## src/sv/nv12pcm_pkg.sv

```systemverilog
package nv12pcm_pkg;

    // Field widths
    localparam int LUMA_W  = 8;
    localparam int CHROMA_W = 8;
    localparam int COL_W   = 12;
    localparam int RW_W    = 13;
    localparam int MASK_W  = 8;

    // Signed channel sums and clamped Q8.12 channels
    localparam int SUM_W = 24;
    localparam int CH_W  = 20;

    // Cycles from an accepted pixel to its result strobe
    localparam int LATENCY = 5;

    // Colour conversion coefficients, Q.12, signed
    localparam logic signed [15:0] K_LUMA = 16'sd4769;
    localparam logic signed [15:0] K_RV   = 16'sd7343;
    localparam logic signed [15:0] K_GU   = 16'sd873;
    localparam logic signed [15:0] K_GV   = 16'sd2183;
    localparam logic signed [15:0] K_BU   = 16'sd8652;

    // Classification ratios, Q.12, unsigned
    localparam logic [12:0] K_PINK_RG = 13'd6554;
    localparam logic [9:0]  K_PINK_BR = 10'd614;
    localparam logic [10:0] K_BMIN    = 11'd1843;

    // Left-part test factors
    localparam logic [8:0] COL_K = 9'd308;
    localparam logic [6:0] WID_K = 7'd120;

    // Thresholds scaled by 4096
    localparam logic [CH_W-1:0] CH_MAX  = 20'd1044480;
    localparam logic [CH_W-1:0] TH_R70  = 20'd286720;
    localparam logic [CH_W-1:0] TH_R140 = 20'd573440;
    localparam logic [CH_W-1:0] TH_G130 = 20'd532480;
    localparam logic [CH_W-1:0] TH_RB35 = 20'd143360;
    localparam logic [CH_W-1:0] TH_D80  = 20'd327680;
    localparam logic [CH_W-1:0] TH_D35  = 20'd143360;

    localparam logic [MASK_W-1:0] MASK_HIT  = 8'd255;
    localparam logic [MASK_W-1:0] MASK_MISS = 8'd0;

    // Clamp a signed channel sum to 0..255*4096
    function automatic logic [CH_W-1:0] clamp_ch(input logic signed [SUM_W-1:0] x);
        logic [CH_W-1:0] y;
        if (x < 0)
        begin
            y = '0;
        end
        else if (x > $signed({4'b0000, CH_MAX}))
        begin
            y = CH_MAX;
        end
        else
        begin
            y = x[CH_W-1:0];
        end
        return y;
    endfunction

endpackage

```

## src/sv/nv12_pixel_color_mask_top.sv

```systemverilog
// Channel     | Handshake               | Payload
// ------------+-------------------------+-----------------------------------------
// pixel in    | start / busy            | luma_sample, cb_sample, cr_sample, column
// mask out    | done (one-cycle strobe) | mask_byte
// config      | region_width_we         | region_width_wdata
//
// One pixel per clock; busy is never raised. Each result strobes done once its pixel
// has passed the five register stages of the pipeline (products, channel sums and
// clamp, ratio products and compares, pink decision, final combine).
// Reset clears the stage valid bits and sets the region width to MAX_WIDTH.
// The receiver cannot stall, so no stage ever holds: every stage advances each cycle.
module nv12_pixel_color_mask_top #(
    parameter int MAX_WIDTH = 4096
) (
    input  logic                              clk,
    input  logic                              rst_n,
    input  logic                              start,
    output logic                              busy,
    input  logic [nv12pcm_pkg::LUMA_W-1:0]    luma_sample,
    input  logic [nv12pcm_pkg::CHROMA_W-1:0]  cb_sample,
    input  logic [nv12pcm_pkg::CHROMA_W-1:0]  cr_sample,
    input  logic [nv12pcm_pkg::COL_W-1:0]     column,
    output logic                              done,
    output logic [nv12pcm_pkg::MASK_W-1:0]    mask_byte,
    input  logic                              region_width_we,
    input  logic [nv12pcm_pkg::RW_W-1:0]      region_width_wdata
);
    import nv12pcm_pkg::*;

    // Configuration
    logic [RW_W-1:0] region_width_reg;

    // Stage valid bits
    logic s1_vld_reg, s2_vld_reg, s3_vld_reg, s4_vld_reg, done_reg;
    logic s1_vld_next;

    // Stage 1: coefficient products
    logic signed [SUM_W-1:0] s1_lum_reg, s1_rv_reg, s1_guv_reg, s1_bu_reg;
    logic signed [SUM_W-1:0] s1_lum_next, s1_rv_next, s1_guv_next, s1_bu_next;
    logic [20:0] s1_colp_reg, s1_wp_reg, s1_colp_next, s1_wp_next;
    logic signed [8:0] y_s, u_s, v_s;

    // Stage 2: clamped channels
    logic [CH_W-1:0] s2_r_reg, s2_g_reg, s2_b_reg;
    logic [CH_W-1:0] s2_r_next, s2_g_next, s2_b_next;
    logic s2_left_reg, s2_left_next;

    // Stage 3: ratio products and simple compares
    logic [CH_W-1:0] s3_r_reg, s3_b_reg, s3_lo_reg;
    logic [CH_W-1:0] s3_r_next, s3_b_next, s3_lo_next;
    logic [32:0] s3_rg_reg, s3_rg_next;
    logic [29:0] s3_br_reg, s3_br_next;
    logic s3_left_reg, s3_r70_reg, s3_r140_reg, s3_g130_reg, s3_rb_reg;
    logic s3_d80_reg, s3_d35_reg;
    logic s3_r70_next, s3_r140_next, s3_g130_next, s3_rb_next, s3_d80_next, s3_d35_next;
    logic [CH_W-1:0] diff_rg;

    // Stage 4: pink decision, blue bound product
    logic s4_pink_reg, s4_warm_reg, s4_left_reg, s4_d80_reg, s4_d35_reg;
    logic s4_pink_next, s4_warm_next;
    logic [CH_W-1:0] s4_b_reg;
    logic [30:0] s4_bm_reg, s4_bm_next;

    // Stage 5: final combine
    logic [MASK_W-1:0] mask_reg, mask_next;
    logic b_ok;

    assign busy = 1'b0;
    assign s1_vld_next = start && !busy;

    // Register write
    always_ff @(posedge clk or negedge rst_n)
    begin
        if (!rst_n)
        begin
            region_width_reg <= RW_W'(MAX_WIDTH);
        end
        else if (region_width_we)
        begin
            region_width_reg <= region_width_wdata;
        end
    end

    // Stage 1 logic: centre samples and form the constant products
    always_comb
    begin
        y_s = $signed({1'b0, luma_sample}) - 9'sd16;
        u_s = $signed({1'b0, cb_sample}) - 9'sd128;
        v_s = $signed({1'b0, cr_sample}) - 9'sd128;
        s1_lum_next = SUM_W'(y_s) * SUM_W'(K_LUMA);
        s1_rv_next  = SUM_W'(v_s) * SUM_W'(K_RV);
        s1_guv_next = SUM_W'(u_s) * SUM_W'(K_GU) + SUM_W'(v_s) * SUM_W'(K_GV);
        s1_bu_next  = SUM_W'(u_s) * SUM_W'(K_BU);
        s1_colp_next = 21'(column) * 21'(COL_K);
        s1_wp_next   = 21'(region_width_reg) * 21'(WID_K);
    end

    // Stage 2 logic: channel sums, clamp, left-part test
    always_comb
    begin
        s2_r_next = clamp_ch(s1_lum_reg + s1_rv_reg);
        s2_g_next = clamp_ch(s1_lum_reg - s1_guv_reg);
        s2_b_next = clamp_ch(s1_lum_reg + s1_bu_reg);
        s2_left_next = s1_colp_reg < s1_wp_reg;
    end

    // Stage 3 logic: min, difference, ratio products, thresholds
    always_comb
    begin
        if (s2_r_reg >= s2_g_reg)
        begin
            diff_rg    = s2_r_reg - s2_g_reg;
            s3_lo_next = s2_g_reg;
        end
        else
        begin
            diff_rg    = s2_g_reg - s2_r_reg;
            s3_lo_next = s2_r_reg;
        end
        s3_r_next    = s2_r_reg;
        s3_b_next    = s2_b_reg;
        s3_rg_next   = 33'(s2_g_reg) * 33'(K_PINK_RG);
        s3_br_next   = 30'(s2_r_reg) * 30'(K_PINK_BR);
        s3_r70_next  = s2_r_reg > TH_R70;
        s3_r140_next = s2_r_reg > TH_R140;
        s3_g130_next = s2_g_reg > TH_G130;
        s3_rb_next   = 21'(s2_r_reg) > (21'(s2_b_reg) + 21'(TH_RB35));
        s3_d80_next  = diff_rg < TH_D80;
        s3_d35_next  = diff_rg < TH_D35;
    end

    // Stage 4 logic: pink decision and the blue bound for warm tones
    always_comb
    begin
        s4_pink_next = s3_left_reg && s3_r70_reg && s3_rb_reg
                    && (33'({s3_r_reg, 12'b0}) > s3_rg_reg)
                    && ({s3_b_reg, 12'b0} > 32'(s3_br_reg));
        s4_warm_next = s3_r140_reg && s3_g130_reg;
        s4_bm_next   = 31'(s3_lo_reg) * 31'(K_BMIN);
    end

    // Stage 5 logic: gold and yellow, merge into the mask byte
    always_comb
    begin
        b_ok = {s4_b_reg, 12'b0} < 32'(s4_bm_reg);
        if (s4_pink_reg
            || (s4_warm_reg && b_ok && s4_d35_reg)
            || (s4_warm_reg && b_ok && s4_d80_reg && s4_left_reg))
        begin
            mask_next = MASK_HIT;
        end
        else
        begin
            mask_next = MASK_MISS;
        end
    end

    // Valid bits travel with the data
    always_ff @(posedge clk or negedge rst_n)
    begin
        if (!rst_n)
        begin
            s1_vld_reg <= 1'b0;
            s2_vld_reg <= 1'b0;
            s3_vld_reg <= 1'b0;
            s4_vld_reg <= 1'b0;
            done_reg   <= 1'b0;
        end
        else
        begin
            s1_vld_reg <= s1_vld_next;
            s2_vld_reg <= s1_vld_reg;
            s3_vld_reg <= s2_vld_reg;
            s4_vld_reg <= s3_vld_reg;
            done_reg   <= s4_vld_reg;
        end
    end

    // Pipeline payload
    always_ff @(posedge clk)
    begin
        s1_lum_reg  <= s1_lum_next;
        s1_rv_reg   <= s1_rv_next;
        s1_guv_reg  <= s1_guv_next;
        s1_bu_reg   <= s1_bu_next;
        s1_colp_reg <= s1_colp_next;
        s1_wp_reg   <= s1_wp_next;

        s2_r_reg    <= s2_r_next;
        s2_g_reg    <= s2_g_next;
        s2_b_reg    <= s2_b_next;
        s2_left_reg <= s2_left_next;

        s3_r_reg    <= s3_r_next;
        s3_b_reg    <= s3_b_next;
        s3_lo_reg   <= s3_lo_next;
        s3_rg_reg   <= s3_rg_next;
        s3_br_reg   <= s3_br_next;
        s3_left_reg <= s2_left_reg;
        s3_r70_reg  <= s3_r70_next;
        s3_r140_reg <= s3_r140_next;
        s3_g130_reg <= s3_g130_next;
        s3_rb_reg   <= s3_rb_next;
        s3_d80_reg  <= s3_d80_next;
        s3_d35_reg  <= s3_d35_next;

        s4_pink_reg <= s4_pink_next;
        s4_warm_reg <= s4_warm_next;
        s4_left_reg <= s3_left_reg;
        s4_d80_reg  <= s3_d80_reg;
        s4_d35_reg  <= s3_d35_reg;
        s4_b_reg    <= s3_b_reg;
        s4_bm_reg   <= s4_bm_next;

        mask_reg    <= mask_next;
    end

    assign done      = done_reg;
    assign mask_byte = mask_reg;

endmodule

```

## config.mk

```make
export PLATFORM = sky130hd
export DESIGN_NAME = nv12_pixel_color_mask_top
export DESIGN_NICKNAME = d
export VERILOG_FILES = /design/src/sv/nv12pcm_pkg.sv /design/src/sv/nv12_pixel_color_mask_top.sv
export SDC_FILE = /design/constraint.sdc
export NUM_CORES = 2
export LEC_CHECK = 0
export CAP_MARGIN = 0
export CELL_PAD_IN_SITES_DETAIL_PLACEMENT = 1
export CELL_PAD_IN_SITES_GLOBAL_PLACEMENT = 2
export CORE_MARGIN = 2
export CORE_UTILIZATION = 39
export DETAILED_ROUTE_END_ITERATION = 10
export DONT_BUFFER_PORTS = 1
export MAX_ROUTING_LAYER = met4
export PLACE_DENSITY_LB_ADDON = 0.12
export SLEW_MARGIN = 20
export SYNTH_ARGS = -nofsm -noshare
export SYNTH_HDL_FRONTEND = slang
export SYNTH_SLANG_ARGS = --single-unit
```

## constraint.sdc

```tcl
create_clock -name clk -period 5.3 [get_ports clk]
set_input_delay 1.06 -clock clk [delete_from_list [all_inputs] [get_ports clk]]
set_output_delay 1.06 -clock clk [all_outputs]
set_load 0.01 [all_outputs]
```

Yosys cells after proc, flatten, opt, wreduce, memory -nomap -nowiden
Cells that the tools add are included.

Register bits after elaboration: 398. Word-level logic and storage cells: 96. Output and inout port bits: 10.

$add $sub $neg: 10. $mul: 10. Mux-type cells: 6. Reduce and logical (&&, ||, !) cells: 14. Magnitude comparators: 17.

Operators by type and width (count): 2-to-1 mux 20 bit (5); greater-than comparator 24 x 21 -> 1 bit, second input constant (3); less-than comparator 24 x 1 -> 1 bit, second input constant (3); multiplier 9 x 14 -> 23 bit, second input constant (2); multiplier 9 x 13 -> 22 bit, second input constant (2); greater-than comparator 20 bit, second input constant (2); subtractor 20 bit (2); greater-than comparator 32 x 33 -> 1 bit (1); greater-than comparator 32 x 30 -> 1 bit (1); less-than comparator 32 x 31 -> 1 bit (1); multiplier 20 x 12 -> 32 bit, second input constant (1); multiplier 20 x 11 -> 31 bit, second input constant (1); multiplier 20 x 9 -> 29 bit, second input constant (1); adder 23 x 23 -> 24 bit (1); adder 23 x 24 -> 24 bit (1); subtractor 23 x 23 -> 24 bit (1); adder 20 x 22 -> 23 bit (1); adder 20 x 18 -> 21 bit, second input constant (1); greater-than comparator 20 x 21 -> 1 bit (1); less-than comparator 21 x 20 -> 1 bit (1); greater-or-equal comparator 20 bit (1); greater-than comparator 20 x 19 -> 1 bit, second input constant (1); less-than comparator 20 x 18 -> 1 bit, second input constant (1); less-than comparator 20 x 19 -> 1 bit, second input constant (1); 9 further kinds (21).

Logic depth before layout (Yosys ltp)
Depth after elaboration: 6. Gate-level depth with buffers: 23. Gate-level depth less buffers: 23.

Worst setup path after synthesis
No wires, ideal clock.

Path kind: input port to flip-flop. Start point: input port cr_sample[7] (netlist bit). End point: register, netlist name s1_guv_reg[22]. Setup time: 0.072 ns. Cell stages on the path: 21. Arrival time: 6.308 ns. Setup slack: -1.080 ns. Cells stage by stage: inv_1 > ha_1 > inv_1 > ha_1 > fa_1 > fa_1 > inv_1 > fa_1 > inv_1 > ha_1 > inv_1 > fa_1 > inv_1 > ha_1 > o41ai_1 > o21ai_0 > o311ai_0 > a31oi_1 > a21o_1 > a21oi_1 > xnor2_1.

Cells in the longest elaborated chain, start to end: 3.

RTL lines: start, declared (line nv12_pixel_color_mask_top.sv:21) `input logic [nv12pcm_pkg::CHROMA_W-1:0] cr_sample,`; subtractor 8 x 8 -> 9 bit (line nv12_pixel_color_mask_top.sv:89) `v_s = $signed({1'b0, cr_sample}) - 9'sd128;`; multiplier 9 x 13 -> 22 bit (line nv12_pixel_color_mask_top.sv:92) `s1_guv_next = SUM_W'(u_s) * SUM_W'(K_GU) + SUM_W'(v_s) * SUM_W'(K_GV);`; adder 20 x 22 -> 23 bit (line nv12_pixel_color_mask_top.sv:92); net s1_guv_next[22] (line nv12_pixel_color_mask_top.sv:39) `logic signed [SUM_W-1:0] s1_lum_next, s1_rv_next, s1_guv_next, s1_bu_next;`.

The timed path passes the listed nets, and every way through them passes these cells. A chain may end at the register's enable or synchronous reset.

Final worst setup path
Start point: register s3_lo_reg[8]. End point: register s4_bm_reg[30].

Cells in the longest elaborated chain, start to end: 1.

RTL lines: start, declared (line nv12_pixel_color_mask_top.sv:49) `logic [CH_W-1:0] s3_r_reg, s3_b_reg, s3_lo_reg;`; start signal, assigned (line nv12_pixel_color_mask_top.sv:196) `s3_lo_reg <= s3_lo_next;`; multiplier 20 x 11 -> 31 bit (line nv12_pixel_color_mask_top.sv:139) `s4_bm_next = 31'(s3_lo_reg) * 31'(K_BMIN);`; net s4_bm_next[30] (line nv12_pixel_color_mask_top.sv:62) `logic [30:0] s4_bm_reg, s4_bm_next;`; end signal, assigned (line nv12_pixel_color_mask_top.sv:213) `s4_bm_reg <= s4_bm_next;`; end, declared (line nv12_pixel_color_mask_top.sv:62).

The timed path passes the listed nets, and every way through them passes these cells.

==> run metrics <==
status=complete, no violations; final antenna-violating net count=0; Data arrival, critical path=5.70 ns; wl on met1=52.2 mm; R2R depth=20; Layout Skew=0.0179 ns; drt wl/cell=18.9 um; hold slack=0.113 ns; EDFF count, synth=0; worst min path class=input pin to async pin; DR WL met3=2.44 mm; Slew Viols, Final=0; max reg flops=32; largest net degree at the start of global routing=44; final setup fails=0; max_slew headroom=0.475; Hold Buf Count CTS=0; Cell Rows=117; clk buf depth=3; initial antenna violation count=0; Yosys Warn Count=0; DR DRC count=0; Vias=28900; nets=5734; post-synth cell types=97; Clock Sinks=389; CTS Root Cell=clkbuf_16; fin crit period=5.14 ns; Filler cells=11600; Post-synth ARST share=0.0463; Routed WL=110 mm; vias per inst=4.96; Top cell by count, worst path=fa_1; Initial Util=0.393; share of layout cells above drive strength 1=0.141; DR top layer=met4; DIE AREA=0.105 sq mm; WS Path Type=flip-flop to flip-flop; sequential element share of the synthesized area=0.198; Slew @ Worst Pin=0.784 ns; First DRT Iteration DRCs=911; crit share post-route=0.970; placer's final routability congestion estimate=0.903; dpl hpwl=95.5 mm; die height=324 um; Inst Count DP=5732; Worst Setup EP=s4_bm_reg[30]; crit-path max FO=3; post-synthesis register bit count=389; leading area contributor after synthesis=ha_1; worst reg2reg setup slack=0.16 ns; top cells by area, synth=ha_1, dfxtp_1, fa_1, inv_1, xnor2_1; syn_area_per_cell=9.74 sq um; IO Port Bufs=0; Max Clk Rate=195 MHz; all-layer global routing usage=0.224; dominant synthesized flop cell=dfxtp_1; Cell Chain, Critical Path=inv_2 > fa_1 > inv_1 > fa_1 > fa_1 > inv_1 > fa_1 > fa_1 > inv_1 > ha_1 > a21o_1 > a21oi_4 > nor3b_2 > o211ai_1 > buf_4 > a311oi_4 > o21ai_2 > a211o_1 > a21oi_2 > xnor2_1; IO Pins=63; fin cells=5837; TritonCTS clock tree=done; Hold Fails Final Rpt=0; CP startpoint=s3_lo_reg[8]; CP max-delay cell=fa_1; Area Growth Syn to Fin=16.6%; Synth Instances=4095; vias in the first global route=31500; routed wl met2=53.6 mm; Synth top area share=0.277; first-pass GRT wire length=177 mm; CP required=5.87 ns; Max Cap Viol=0; gr ovfl total=0; Clock Pin Slew Worst Setup and Hold Paths=0.06 ns; Worst setup EP type=flip-flop; crit path launch type=flip-flop; FF-to-FF End=s4_bm_reg[30]; Die Wd=324 um; largest stage delay on the critical path=0.54 ns; H-Tree Depth=2; Clk Latency, worst-skew pair=0.65 ns; DRT Pass-1 Iters=6; Mapped Nets=5401; Reg2Reg Launch Point=s3_lo_reg[8]; area of the mapped netlist=0.0399 sq mm; core area=0.102 sq mm; setup TNS=0 ns; TritonCTS Buffers=51; RSZ-0062 raised after global routing=yes
## synth_stat cells (25+ instances only)
cell / instances
ha_1: 882
inv_1: 833
dfxtp_1: 371
fa_1: 371
a21oi_1: 174
nor2_1: 154
xnor2_1: 151
o21ai_0: 138
nand2_1: 135
a21o_1: 95
nor3_1: 65
o21a_1: 56
xor2_1: 56
nand3_1: 51
nor2b_1: 35
o21bai_1: 34
o211ai_1: 28
nand4_1: 26
a211oi_1: 25
## logic make-up after synthesis
group,count (synthesis),share of synthesized area
adder cells (fa/ha/maj),1253,0.463
AO/OA/AOI/OAI,735,0.126
XOR/XNOR,207,0.0455
flip-flops,389,0.198
other,1,0.0000940
buffers and inverters,866,0.0828
multiplexers,18,0.00505
AND/OR/NAND/NOR,626,0.0804
## critical path: cells and delay by family (launching register included)
kind            cells  cell delay [ns]
compound gates      7             1.29
xor+xnor            1             0.11
buf+inv             5             0.36
flops               1             0.34
simple gates        1             0.18
fa+ha+maj           6             2.75
## how the worst min path moves through the flow
stage | to | cells past startpoint
4_1_cts | region_width_reg[3] | 0
3_5_place_dp | s4_d80_reg | 0
3_3_place_gp | s4_d35_reg | 0
5_1_grt | region_width_reg[0] | 0
2_1_floorplan | s3_left_reg | 0
6_report | region_width_reg[0] | 0
## per-layer routing
layer	track usage	vias to the layer above
met5	-	-
met3	0.0200	102
li1	-	14400
met2	0.380	230
met1	0.290	14200
met4	0.0480	0
## timing repair
action                                  CTS  global route
gates resized for setup                  40            77
buffers inserted                          9             2
pin swaps                                21            68
hold endpoints to repair                  0             0
endpoints found under the setup margin   10            18
## cells in the final DEF, fill, tap and decap left out, types with 22 or more instances in the layout
cell       netlist  routed
ha_1           882     841
inv_1          833     805
fa_1           371     364
dfxtp_1        371     355
buf_4            9     308
a21oi_1        174     154
nor2_1         154     153
xnor2_1        151     151
nand2_1        135     135
o21ai_0        138     123
a21o_1          95      95
nor3_1          65      64
xor2_1          56      56
o21a_1          56      56
clkbuf_16        0      51
nand3_1         51      49
nor2b_1         35      35
ha_4             0      35
o21bai_1        34      34
o211ai_1        28      28
nand4_1         26      26
a211oi_1        25      24
and3_1          22      22
## area by class of cell
class	instances	area, sq um	share of cell area
multi-input combinational	2840	29500	0.635
sequential	389	7910	0.170
inverter	833	3170	0.0682
timing repair buffer	313	2380	0.0511
tap	1368	1710	0.0368
clock buffer	58	1330	0.0287
clock inverter	35	455	0.00980
antenna	1	2.50	0.0000538
## through the flow
stage / area [sq um] / util / setup WS, ns
3_3_place_gp: 44100 / 0.434 / -0.560
6_report: 46500 / 0.458 / 0.161
2_1_floorplan: 40300 / - / -0.444
3_5_place_dp: 44100 / 0.434 / -0.687
5_1_grt: 46500 / 0.458 / -0.0552
4_1_cts: 46100 / 0.454 / 0.000715
Power is left out: the tool's default activity adds up to more than one toggle a clock period on the data nets, which glitch-free logic cannot reach.
